**src/lhm_pkg.sv**
```systemverilog
// shared types, constants and register map of the localization health monitor
package lhm_pkg;

   localparam int GEN_BITS = 8;
   localparam int AGE_BITS = 16;

   localparam int CSR_ADDR_BITS = 5;
   localparam int CSR_DATA_BITS = 32;
   localparam int REQ_DATA_BITS = 72;
   localparam int RSP_DATA_BITS = 96;

   typedef enum logic [2:0] {
      KIND_POSE     = 3'd0,
      KIND_SCAN     = 3'd1,
      KIND_ODOM     = 3'd2,
      KIND_REPORT   = 3'd3,
      KIND_TICK     = 3'd4
   } kind_type;

   typedef enum logic [2:0] {
      MODE_WAIT     = 3'd0,
      MODE_ALIGN    = 3'd1,
      MODE_LOCAL    = 3'd2,
      MODE_DEGRADED = 3'd3,
      MODE_LOST     = 3'd4
   } mode_type;

   typedef enum logic [2:0] {
      REG_MIN_INLIER    = 3'd0,
      REG_OVERLAP_FLOOR = 3'd1,
      REG_RMSE_LIMIT    = 3'd2,
      REG_GOOD_NEEDED   = 3'd3,
      REG_BAD_NEEDED    = 3'd4,
      REG_STALE_LIMIT   = 3'd5,
      REG_MATCH_TIMEOUT = 3'd6,
      REG_UNUSED        = 3'd7
   } reg_index_type;

   localparam logic [19:0] RST_MIN_INLIER    = 20'd100;
   localparam logic [16:0] RST_OVERLAP_FLOOR = 17'd19661;
   localparam logic [23:0] RST_RMSE_LIMIT    = 24'd22938;
   localparam logic [7:0]  RST_GOOD_NEEDED   = 8'd1;
   localparam logic [7:0]  RST_BAD_NEEDED    = 8'd3;
   localparam logic [15:0] RST_STALE_LIMIT   = 16'd20;
   localparam logic [15:0] RST_MATCH_TIMEOUT = 16'd100;

   localparam logic [7:0]          COUNT_MAX = 8'hFF;
   localparam logic [AGE_BITS-1:0] AGE_MAX   = {AGE_BITS{1'b1}};

   function automatic logic [7:0] count_up(input logic [7:0] c);
      logic [7:0] r;
      r = (c == COUNT_MAX) ? COUNT_MAX : c + 8'd1;
      return r;
   endfunction

   function automatic logic [AGE_BITS-1:0] age_up(input logic [AGE_BITS-1:0] a);
      logic [AGE_BITS-1:0] r;
      r = (a == AGE_MAX) ? AGE_MAX : a + {{(AGE_BITS-1){1'b0}}, 1'b1};
      return r;
   endfunction

endpackage

```
**src/localization_health_monitor.sv**
```systemverilog
// localization health monitor: mode and counter supervision of registration quality
// the result word is registered and is valid in the cycle after its request word is accepted
// throughput: one word per cycle, the whole event is one pass of update logic
//    between the state registers and the result register
// the result register frees as it is taken, so a stalled rsp side only holds req
// reset: synchronous, active high; clears mode, counters, ages and metrics, loads csr defaults
module localization_health_monitor
   import lhm_pkg::*;
(
   input  logic                     clock,
   input  logic                     reset,
   // csr port
   input  logic                     csr_psel,
   input  logic                     csr_penable,
   input  logic                     csr_pwrite,
   input  logic [CSR_ADDR_BITS-1:0] csr_paddr,
   input  logic [CSR_DATA_BITS-1:0] csr_pwdata,
   output logic [CSR_DATA_BITS-1:0] csr_prdata,
   output logic                     csr_pready,
   // request word
   input  logic                     req_tvalid,
   output logic                     req_tready,
   // gen_tag[7:0], outcome[8], inlier_count[28:9], overlap[45:29],
   // rmse[69:46], rmse_finite[70], zero[71]
   input  logic [REQ_DATA_BITS-1:0] req_tdata,
   // kind[2:0]
   input  logic [2:0]               req_tuser,
   // result word
   output logic                     rsp_tvalid,
   input  logic                     rsp_tready,
   // mode[2:0], good_count[10:3], bad_count[18:11], was_localized[19],
   // pose_applied[20], last_inliers[40:21], last_overlap[57:41],
   // last_rmse[81:58], last_rmse_finite[82], generation[90:83], zero[95:91]
   output logic [RSP_DATA_BITS-1:0] rsp_tdata
);

   // configuration registers
   logic [19:0] min_inlier_ff;
   logic [16:0] overlap_floor_ff;
   logic [23:0] rmse_limit_ff;
   logic [7:0]  good_needed_ff;
   logic [7:0]  bad_needed_ff;
   logic [15:0] stale_limit_ff;
   logic [15:0] match_timeout_ff;

   // monitor state
   mode_type            mode_ff, mode_in;
   logic [7:0]          good_ff, good_in;
   logic [7:0]          bad_ff, bad_in;
   logic                ever_ff, ever_in;
   logic                pose_ff, pose_in;
   logic [GEN_BITS-1:0] gen_ff, gen_in;
   logic [AGE_BITS-1:0] scan_age_ff, scan_age_in;
   logic [AGE_BITS-1:0] odom_age_ff, odom_age_in;
   logic [AGE_BITS-1:0] succ_age_ff, succ_age_in;
   logic                scan_seen_ff, scan_seen_in;
   logic                odom_seen_ff, odom_seen_in;
   logic                succ_seen_ff, succ_seen_in;
   logic [19:0]         m_inl_ff, m_inl_in;
   logic [16:0]         m_ovl_ff, m_ovl_in;
   logic [23:0]         m_rmse_ff, m_rmse_in;
   logic                m_fin_ff, m_fin_in;

   // result register
   logic                     rsp_valid_ff, rsp_valid_in;
   logic [RSP_DATA_BITS-1:0] rsp_data_ff, rsp_data_in;

   logic          csr_write;
   reg_index_type csr_index;
   logic          req_accept;
   kind_type      req_kind;
   logic [7:0]    in_tag;
   logic          in_outcome;
   logic [19:0]   in_inl;
   logic [16:0]   in_ovl;
   logic [23:0]   in_rmse;
   logic          in_fin;
   logic          passed;
   logic          stale;
   logic          expired;
   logic [7:0]    good_up;
   logic [7:0]    bad_up;

   assign csr_pready = 1'b1;
   assign csr_write  = csr_psel && csr_penable && csr_pwrite && csr_pready;
   assign csr_index  = reg_index_type'(csr_paddr[4:2]);

   always_comb begin
      case (csr_index)
         REG_MIN_INLIER:    csr_prdata = {12'd0, min_inlier_ff};
         REG_OVERLAP_FLOOR: csr_prdata = {15'd0, overlap_floor_ff};
         REG_RMSE_LIMIT:    csr_prdata = {8'd0, rmse_limit_ff};
         REG_GOOD_NEEDED:   csr_prdata = {24'd0, good_needed_ff};
         REG_BAD_NEEDED:    csr_prdata = {24'd0, bad_needed_ff};
         REG_STALE_LIMIT:   csr_prdata = {16'd0, stale_limit_ff};
         REG_MATCH_TIMEOUT: csr_prdata = {16'd0, match_timeout_ff};
         default:           csr_prdata = '0;
      endcase
   end

   always_ff @(posedge clock) begin
      if (reset) begin
         min_inlier_ff    <= RST_MIN_INLIER;
         overlap_floor_ff <= RST_OVERLAP_FLOOR;
         rmse_limit_ff    <= RST_RMSE_LIMIT;
         good_needed_ff   <= RST_GOOD_NEEDED;
         bad_needed_ff    <= RST_BAD_NEEDED;
         stale_limit_ff   <= RST_STALE_LIMIT;
         match_timeout_ff <= RST_MATCH_TIMEOUT;
      end else if (csr_write) begin
         case (csr_index)
            REG_MIN_INLIER:    min_inlier_ff    <= csr_pwdata[19:0];
            REG_OVERLAP_FLOOR: overlap_floor_ff <= csr_pwdata[16:0];
            REG_RMSE_LIMIT:    rmse_limit_ff    <= csr_pwdata[23:0];
            REG_GOOD_NEEDED:   good_needed_ff   <= csr_pwdata[7:0];
            REG_BAD_NEEDED:    bad_needed_ff    <= csr_pwdata[7:0];
            REG_STALE_LIMIT:   stale_limit_ff   <= csr_pwdata[15:0];
            REG_MATCH_TIMEOUT: match_timeout_ff <= csr_pwdata[15:0];
            default: ;
         endcase
      end
   end

   // request side: free whenever the result register is empty or draining
   assign req_tready = !rsp_valid_ff || rsp_tready;
   assign req_accept = req_tvalid && req_tready;
   assign rsp_tvalid = rsp_valid_ff;
   assign rsp_tdata  = rsp_data_ff;

   assign req_kind   = kind_type'(req_tuser);
   assign in_tag     = req_tdata[7:0];
   assign in_outcome = req_tdata[8];
   assign in_inl     = req_tdata[28:9];
   assign in_ovl     = req_tdata[45:29];
   assign in_rmse    = req_tdata[69:46];
   assign in_fin     = req_tdata[70];

   assign passed = in_outcome && in_fin && (in_inl >= min_inlier_ff) &&
                   (in_ovl >= overlap_floor_ff) && (in_rmse <= rmse_limit_ff);
   assign good_up = count_up(good_ff);
   assign bad_up  = count_up(bad_ff);

   // ages as they stand after a tick
   always_comb begin
      stale   = (scan_seen_ff && 32'(age_up(scan_age_ff)) > 32'(stale_limit_ff)) ||
                (odom_seen_ff && 32'(age_up(odom_age_ff)) > 32'(stale_limit_ff));
      expired = ever_ff && succ_seen_ff &&
                (32'(age_up(succ_age_ff)) > 32'(match_timeout_ff));
   end

   always_comb begin
      mode_in      = mode_ff;
      good_in      = good_ff;
      bad_in       = bad_ff;
      ever_in      = ever_ff;
      pose_in      = pose_ff;
      gen_in       = gen_ff;
      scan_age_in  = scan_age_ff;
      odom_age_in  = odom_age_ff;
      succ_age_in  = succ_age_ff;
      scan_seen_in = scan_seen_ff;
      odom_seen_in = odom_seen_ff;
      succ_seen_in = succ_seen_ff;
      m_inl_in     = m_inl_ff;
      m_ovl_in     = m_ovl_ff;
      m_rmse_in    = m_rmse_ff;
      m_fin_in     = m_fin_ff;
      case (req_kind)
         KIND_POSE: begin
            // a pose before any odometry is dropped
            if (odom_seen_ff) begin
               pose_in      = 1'b1;
               ever_in      = 1'b0;
               mode_in      = MODE_ALIGN;
               good_in      = '0;
               bad_in       = '0;
               m_inl_in     = '0;
               m_ovl_in     = '0;
               m_rmse_in    = '0;
               m_fin_in     = 1'b0;
               succ_seen_in = 1'b0;
               succ_age_in  = '0;
               gen_in       = gen_ff + {{(GEN_BITS-1){1'b0}}, 1'b1};
            end
         end
         KIND_SCAN: begin
            scan_seen_in = 1'b1;
            scan_age_in  = '0;
         end
         KIND_ODOM: begin
            odom_seen_in = 1'b1;
            odom_age_in  = '0;
         end
         KIND_REPORT: begin
            if (pose_ff && scan_seen_ff && in_tag == 8'(gen_ff)) begin
               if (in_outcome) begin
                  m_inl_in  = in_inl;
                  m_ovl_in  = in_ovl;
                  m_fin_in  = in_fin;
                  m_rmse_in = in_fin ? in_rmse : '0;
               end else begin
                  m_inl_in  = '0;
                  m_ovl_in  = '0;
                  m_rmse_in = '0;
                  m_fin_in  = 1'b0;
               end
               if (passed) begin
                  good_in      = good_up;
                  bad_in       = '0;
                  succ_seen_in = 1'b1;
                  succ_age_in  = '0;
                  if (good_up >= good_needed_ff) begin
                     mode_in = MODE_LOCAL;
                     ever_in = 1'b1;
                  end else begin
                     mode_in = MODE_ALIGN;
                  end
               end else begin
                  good_in = '0;
                  bad_in  = bad_up;
                  if (bad_up >= bad_needed_ff) mode_in = MODE_LOST;
                  else mode_in = ever_ff ? MODE_DEGRADED : MODE_ALIGN;
               end
            end
         end
         KIND_TICK: begin
            scan_age_in = age_up(scan_age_ff);
            odom_age_in = age_up(odom_age_ff);
            succ_age_in = age_up(succ_age_ff);
            if (pose_ff && (stale || expired)) mode_in = MODE_LOST;
         end
         default: ;
      endcase
   end

   always_comb begin
      rsp_valid_in = req_accept || (rsp_valid_ff && !rsp_tready);
      rsp_data_in  = {5'd0, 8'(gen_in), m_fin_in, m_rmse_in, m_ovl_in, m_inl_in,
                      pose_in, ever_in, bad_in, good_in, mode_in};
   end

   always_ff @(posedge clock) begin
      if (reset) begin
         mode_ff      <= MODE_WAIT;
         good_ff      <= '0;
         bad_ff       <= '0;
         ever_ff      <= 1'b0;
         pose_ff      <= 1'b0;
         gen_ff       <= '0;
         scan_age_ff  <= '0;
         odom_age_ff  <= '0;
         succ_age_ff  <= '0;
         scan_seen_ff <= 1'b0;
         odom_seen_ff <= 1'b0;
         succ_seen_ff <= 1'b0;
         m_inl_ff     <= '0;
         m_ovl_ff     <= '0;
         m_rmse_ff    <= '0;
         m_fin_ff     <= 1'b0;
         rsp_valid_ff <= 1'b0;
      end else begin
         rsp_valid_ff <= rsp_valid_in;
         if (req_accept) begin
            mode_ff      <= mode_in;
            good_ff      <= good_in;
            bad_ff       <= bad_in;
            ever_ff      <= ever_in;
            pose_ff      <= pose_in;
            gen_ff       <= gen_in;
            scan_age_ff  <= scan_age_in;
            odom_age_ff  <= odom_age_in;
            succ_age_ff  <= succ_age_in;
            scan_seen_ff <= scan_seen_in;
            odom_seen_ff <= odom_seen_in;
            succ_seen_ff <= succ_seen_in;
            m_inl_ff     <= m_inl_in;
            m_ovl_ff     <= m_ovl_in;
            m_rmse_ff    <= m_rmse_in;
            m_fin_ff     <= m_fin_in;
         end
      end
   end

   always_ff @(posedge clock) begin
      if (req_accept) rsp_data_ff <= rsp_data_in;
   end

`ifndef ASSERT_OFF
   // good and bad runs exclude each other
   a_runs_exclusive: assert property (@(posedge clock) disable iff (reset)
      rsp_valid_ff |-> (rsp_data_ff[10:3] == 8'd0 || rsp_data_ff[18:11] == 8'd0))
      else $error("good and bad counts both nonzero");

   // leaving the waiting mode needs a pose
   a_mode_needs_pose: assert property (@(posedge clock) disable iff (reset)
      mode_ff != MODE_WAIT |-> pose_ff)
      else $error("mode left waiting without a pose");

   a_ever_needs_pose: assert property (@(posedge clock) disable iff (reset)
      ever_ff |-> pose_ff)
      else $error("localized flag set without a pose");

   // every accepted word yields a result in the next cycle
   a_accept_gives_result: assert property (@(posedge clock) disable iff (reset)
      req_accept |=> rsp_valid_ff)
      else $error("accepted word produced no result");
`endif

endmodule
```
**config.mk**
```make
export PLATFORM = sky130hd
export DESIGN_NAME = localization_health_monitor
export DESIGN_NICKNAME = d
export VERILOG_FILES = /design/src/lhm_pkg.sv /design/src/localization_health_monitor.sv
export SDC_FILE = /design/constraint.sdc
export NUM_CORES = 1
export LEC_CHECK = 0
export BUFFER_PORTS_ARGS = -buffer_cell sky130_fd_sc_hd__buf_4
export CAP_MARGIN = 40
export CORE_AREA = 5 5 183 185
export CTS_BUF_LIST = sky130_fd_sc_hd__clkbuf_4 sky130_fd_sc_hd__clkbuf_8 sky130_fd_sc_hd__clkbuf_16
export CTS_CLUSTER_DIAMETER = 40
export CTS_CLUSTER_SIZE = 24
export DETAILED_ROUTE_END_ITERATION = 10
export DIE_AREA = 0 0 188 190
export GPL_TIMING_DRIVEN = 1
export HOLD_SLACK_MARGIN = 0.15
export PLACE_DENSITY = 0.77
export SYNTH_ARGS = -nofsm -noshare
export SYNTH_HDL_FRONTEND = slang
export SYNTH_SLANG_ARGS = --single-unit
export TNS_END_PERCENT = 100
```
**constraint.sdc**
```tcl
create_clock -name clock -period 4.65 [get_ports clock]
set_input_delay 0.93 -clock clock [delete_from_list [all_inputs] [get_ports clock]]
set_output_delay 0.93 -clock clock [all_outputs]
set_load 0.01 [all_outputs]
```
**Word level (Yosys, flattened, before mapping)**

Index checks and enable logic that the tools add are counted.
W data, S select, Z words.

- Register bits after elaboration: 343
- Bits of input ports: 119
- Output and inout port bits: 131
- Logic and storage cells: 156

- $add $sub $neg: 6
- Multiplexer cells: 58
- Reduce and logical (&&, ||, !) cells: 40
- $lt $le $gt $ge: 8
- Eq/ne operators: 19

Operators by type and width:

| cell | count |
|---|---|
| $pmux W24 S7 | 1 |
| $mux W16 | 6 |
| $mux W24 | 4 |
| $mux W8 | 10 |
| $pmux W16 S2 | 2 |
| $mux W20 | 3 |
| $mux W17 | 3 |
| $add A16 B1 Y16 const B | 3 |
| $eq A16 B16 Y1 const B | 3 |
| $gt A16 B16 Y1 | 3 |
| $pmux W16 S3 | 1 |
| $pmux W24 S2 | 1 |
| $pmux W20 S2 | 1 |
| $pmux W17 S2 | 1 |
| $pmux W8 S2 | 2 |
| $add A8 B1 Y8 const B | 3 |
| $le A24 B24 Y1 | 1 |
| $reduce_and A2 Y1 | 11 |
| $ge A20 B20 Y1 | 1 |
| $ge A17 B17 Y1 | 1 |
| $eq A8 B8 Y1 const B | 2 |
| $ge A8 B8 Y1 | 2 |
| $logic_and A1 B1 Y1 | 15 |
| $mux W3 | 5 |
| other kinds (15) | 46 |

**Depth between registers and ports, before layout**

- Depth after elaboration: 9
- Gate-level depth with buffers: 19
- Mapped depth without buffers: 17

**Least setup slack after synthesis**

Ideal clock, no wire load.

- Kind: register to register
- From: reg succ_age_ff[0]
- To: reg rsp_data_ff[2] (netlist: rsp_tdata[2]) (data pin)
- Data arrival time: 3.381 ns
- Data required time: 4.393 ns
- Cell stages (with the launch flop): 18
- Path buffers: 3
- Slack: 1.012 ns
- Library setup time: 0.257 ns
- Clock period less this slack: 3.638 ns
- Cell sequence: dfxtp_1 -> ha_1 -> and3_1 -> clkbuf_1 -> nand3_1 -> or4_1 -> buf_2 -> buf_2 -> o21ai_0 -> ha_1 -> a21oi_1 -> a21oi_1 -> o31ai_1 -> a21oi_1 -> or3_1 -> nand3_1 -> a21boi_1 -> nand2_1

- Cells in the longest elaborated chain, start to end: 8
- Elaborated cells on any way between the ends: 9
- Classes of those cells: add/sub: 1; order compare: 1; eq/ne: 1; mux: 3; reduce/logical: 3

Ends and longest elaborated chain:

| item | RTL line | RTL |
|---|---|---|
| start, declared | localization_health_monitor.sv:55 | `logic [AGE_BITS-1:0] succ_age_ff, succ_age_in;` |
| start signal, assigned | localization_health_monitor.sv:272 | `succ_age_ff <= succ_age_in;` |
| $add A16 B1 Y16 / $eq A16 B16 Y1 (equally long branches) | lhm_pkg.sv:58 | `r = (a == AGE_MAX) ? AGE_MAX : a + {{(AGE_BITS-1){1'b0}}, 1'b1};` |
| $mux W16 * | lhm_pkg.sv:58 |  |
| $gt A16 B16 Y1 * | localization_health_monitor.sv:148 | `(32'(age_up(succ_age_ff)) > 32'(match_timeout_ff));` |
| $logic_and A1 B1 Y1 * | localization_health_monitor.sv:147 | `expired = ever_ff && succ_seen_ff &&` |
| $logic_or A1 B1 Y1 * | localization_health_monitor.sv:230 | `if (pose_ff && (stale \|\| expired)) mode_in = MODE_LOST;` |
| $logic_and A1 B1 Y1 * | localization_health_monitor.sv:230 |  |
| $mux W3 * | localization_health_monitor.sv:230 |  |
| $pmux W3 S3 * | localization_health_monitor.sv:168 | `case (req_kind)` |
| via mode_in[2] | localization_health_monitor.sv:47 | `mode_type mode_ff, mode_in;` |
| end signal, assigned | localization_health_monitor.sv:285 | `if (req_accept) rsp_data_ff <= rsp_data_in;` |
| end, declared | localization_health_monitor.sv:66 | `logic [RSP_DATA_BITS-1:0] rsp_data_ff, rsp_data_in;` |

The timed path passes the listed nets; every way through them passes the cells marked *.
A chain may end at the register's enable or synchronous reset.

**Worst setup path after layout**

- From: reg odom_age_ff[0]
- To: reg rsp_data_ff[2] (netlist: rsp_tdata[2]) (data pin)

- Cells in the longest elaborated chain, start to end: 9
- Elaborated cells on any way between the ends: 10
- Classes of those cells: add/sub: 1; order compare: 1; eq/ne: 1; mux: 3; reduce/logical: 4

Ends and longest elaborated chain:

| item | RTL line | RTL |
|---|---|---|
| start, declared | localization_health_monitor.sv:54 | `logic [AGE_BITS-1:0] odom_age_ff, odom_age_in;` |
| start signal, assigned | localization_health_monitor.sv:271 | `odom_age_ff <= odom_age_in;` |
| $add A16 B1 Y16 / $eq A16 B16 Y1 (equally long branches) | lhm_pkg.sv:58 |  |
| $mux W16 * | lhm_pkg.sv:58 |  |
| $gt A16 B16 Y1 * | localization_health_monitor.sv:146 | `(odom_seen_ff && 32'(age_up(odom_age_ff)) > 32'(stale_limit_ff));` |
| $logic_and A1 B1 Y1 * | localization_health_monitor.sv:146 |  |
| $logic_or A1 B1 Y1 * | localization_health_monitor.sv:145 | `stale = (scan_seen_ff && 32'(age_up(scan_age_ff)) > 32'(stale_limit_ff)) \|\|` |
| $logic_or A1 B1 Y1 * | localization_health_monitor.sv:230 |  |
| $logic_and A1 B1 Y1 * | localization_health_monitor.sv:230 |  |
| $mux W3 * | localization_health_monitor.sv:230 |  |
| $pmux W3 S3 * | localization_health_monitor.sv:168 |  |
| via mode_in[2] | localization_health_monitor.sv:47 |  |

Marked as above.

==> flow_summary_export.csv <==
group,metric,value,unit
run_status,outcome,"completed",
synth,synth_area_per_cell,8.92,um2
cts,clock_latency,540,ps
detailed_routing,drcViolationCount,0,
synth,yosysWarnings,0,
finish,final_cells,2626,
synth,ys_ff_latch,343,
sta,final.min_clock_period,4360,ps
cts,clock_sinks,343,
synth,yosys.area_share.xor_xnor,0.0248,
sta,min_period_over_period,0.938,
sta,fmax,229,MHz
critical_path,crit_path_top_delay_cell,"nor3_1",
global_routing,grt_antenna_before_repair,1,
detailed_routing,first_iter_violations,1972,
floorplanning,die_x,188,um
sta,tns,0,ps
cts,clockBufferDepth,3,
critical_path,cp_cell_sequence,"ha_1 > and3_1 > nand3_1 > nor3_1 > nand2b_1 > o21ai_0 > ha_1 > nand4_1 > or4_1 > nand2_1 > a21oi_1 > or3_1 > nand3_1 > a21boi_1 > nand2_1",
placement,place_ws,404,ps
global_routing,grtUsageTotal,0.277,
placement,gp_congestion,0.967,
floorplanning,num_rows,66,
critical_path,critPathKind,"flip-flop to flip-flop",
placement,io_buffers,224,
sta,worst_pin_slew,946,ps
critical_path,crit_start,"odom_age_ff[0]",
finish,drive_above_1_share,0.158,
critical_path,r2r_cells,15,
detailed_routing,routed-via-count,16147,
synth,synth_edf_count,91,
finish,n_fill_cell,2561,
sta,finalClockSkew,18.5,ps
placement,post_dp_cell_area,0.0198,mm2
sta,setup_viol,0,
synth,synth.distinct_cells,73,
synth,ys_async_sr_fraction,0,
synth,synthSimpleGateAreaFrac,0.167,
floorplanning,core_area,0.0319,mm2
critical_path,cpPeakStageDelay,480,ps
detailed_routing,firstDrtPassIters,5,
synth,synth_top_family_by_area,"compound AO/OA/AOI/OAI gates",
floorplanning,initial_core_util,0.565,
finish,final_nets,2434,
global_routing,grt_overflow,0,
cts,post_cts_resized,0,
floorplanning,die_h,190,um
critical_path,arrival,4660,ps
synth,synthCells,2019,
detailed_routing,routed_via_density,6.15,
finish,final_cell_mix,"nand2_1 (296), dfxtp_1 (252), buf_4 (235), nor2_1 (195), a21oi_1 (159)",
critical_path,crit_end,"rsp_tdata[2]",
cts,postCtsHoldBufs,0,
power,ir_drop,0.000393,V
critical_path,rr_endpoint,"rsp_tdata[2]",
finish,final_area,0.0212,mm2
placement,hpwl,37800,um
power,powerDensity,325,mW/mm2
floorplanning,io_pins,250,
sta,final-hold-violation-count,0,
finish,final_util,0.666,
detailed_routing,drt-total-wl,52300,um
floorplanning,die_area,0.0357,mm2
cts,post_cts_buffers,0,
detailed_routing,ant_nets,0,
hold_path,min_from,"overlap_floor_ff[16]",
global_routing,grt_pass1_vias,15036,
critical_path,cp_data_required_time,4950,ps
synth,synthesis.area,0.0180,mm2
synth,ys.flop_type,"dfxtp_1",
finish,n_antenna_cell,0,
cts,clkTransAtPathRegs,70,ps
sta,max_slew_margin,0.369,
synth,synth-compound-area-share,0.194,
cts,cts_tree,"yes",
detailed_routing,wire_per_inst,19.9,um
critical_path,start_kind,"flip-flop",
cts,clock-root-buffer,"clkbuf_16",
cts,cts_buffers,42,
sta,fin_ws,291,ps
global_routing,grt_max_degree,157,
hold_path,hold_class,"flip-flop to flip-flop",
global_routing,grt_pass1_wl,80800,um
critical_path,crit_path_end_kind,"flip-flop",
synth,seq_area_frac_synth,0.432,
power,leakage,0.00871,uW
finish,syn2layout_area_growth,17.9,%
critical_path,r2r_slack,290,ps
sta,rsz0062_at_grt,"false",
critical_path,worstReg2RegStart,"odom_age_ff[0]",
sta,maxSlewViolCount,0,
cts,cts.htree.levels,2,
job,drv_cap,0,
placement,dp_cells,2548,
finish,final_common_cell,"nand2_1",
synth,synth_fa_ha_area_frac,0.0910,
critical_path,path_max_fanout,12,
synth,synth.area.mux_share,0.0293,
## cell families (layout without fill, tap and decap cells)
family,count (synthesis),after routing
multiplexers,45,45
AND/OR/NAND/NOR,674,674
flip-flops,343,343
XOR/XNOR,51,51
buffers and inverters,255,442
adder cells (fa/ha/maj),131,131
AO/OA/AOI/OAI,518,518
other,2,14
## area by class of cell
cell class                      count  area, um2  share of cell area
Timing Repair Buffer              241       1880              0.0884
Sequential cell                   343       7780               0.366
Inverter                          123        464              0.0219
Multi-Input combinational cell   1433       9200               0.433
Tap cell                          408        510              0.0240
Clock inverter                     30        289              0.0136
Clock buffer                       48       1120              0.0527
## routing by layer
metal,share of wire,routed length [um],GRT usage,up-vias
met5,0.00025,13,0,-
met4,0.038,2010,0.0982,2
met3,0.091,4780,0.0468,146
met2,0.47,24500,0.456,761
met1,0.40,21000,0.371,7726
li1,-,-,-,7512
## how the worst min path moves through the flow
stage	slack, ps	to	depth (start not counted)
after detailed placement	450	min_inlier_ff[1]	2
after CTS	460	min_inlier_ff[1]	2
final	460	overlap_floor_ff[16]	2
after global routing	480	min_inlier_ff[1]	2
after global placement	440	rmse_limit_ff[6]	2
after floorplan	440	match_timeout_ff[1]	2
## metrics by stage
step / total power (uW) / hold WS, ps
after floorplan: 3430 / 436
after global placement: 3670 / 441
after detailed placement: 3690 / 447
after CTS: 6930 / 455
after global routing: 7110 / 475
final: 6900 / 458
## state kept, by name (all words and copies together) (netlist names), 3 cells and up
signal,cells
m_rmse_ff,24
scan_age_ff,16
rsp_tdata,91
rmse_limit_ff,24
m_inl_ff,20
succ_age_ff,16
m_ovl_ff,17
match_timeout_ff,16
min_inlier_ff,20
bad_ff,8
bad_needed_ff,8
mode_ff,3
good_ff,8
gen_ff,8
overlap_floor_ff,17
stale_limit_ff,16
odom_age_ff,16
good_needed_ff,8
## cell usage after synthesis (all sizes together) (12+ instances only)
| master | n | area [um2] |
|---|---|---|
| xor2 | 33 | 289 |
| dfxtp | 252 | 5040 |
| nor2 | 197 | 739 |
| a22oi | 120 | 901 |
| o211ai | 30 | 225 |
| nand2b | 12 | 75.1 |
| a31oi | 18 | 113 |
| nand3 | 48 | 245 |
| and3 | 18 | 119 |
| nor3 | 19 | 111 |
| edfxtp | 91 | 2730 |
| nand4 | 25 | 156 |
| buf | 55 | 363 |
| ha | 131 | 1640 |
| xnor2 | 18 | 158 |
| o21ai | 48 | 240 |
| inv | 123 | 462 |
| a22o | 73 | 639 |
| mux2i | 37 | 370 |
| nand2 | 296 | 1110 |
| a21oi | 160 | 812 |
| clkbuf | 77 | 289 |
| nor2b | 13 | 81.3 |
## power by group
group / switching (uW) / internal [uW] / leakage (uW)
clock: 1400 / 1860 / 0.000697
combinational: 311 / 196 / 0.00506
sequential: 20.9 / 3110 / 0.00295
## worst max-delay path, delay by kind of cell, from the launching register on
| family | cells | cell delay, ps |
|---|---|---|
| AO/OA/AOI/OAI | 3 | 580 |
| adder cells (fa/ha/maj) | 2 | 420 |
| flip-flops | 1 | 370 |
| AND/OR/NAND/NOR | 10 | 2760 |
Power figures use the tool's default switching activity.
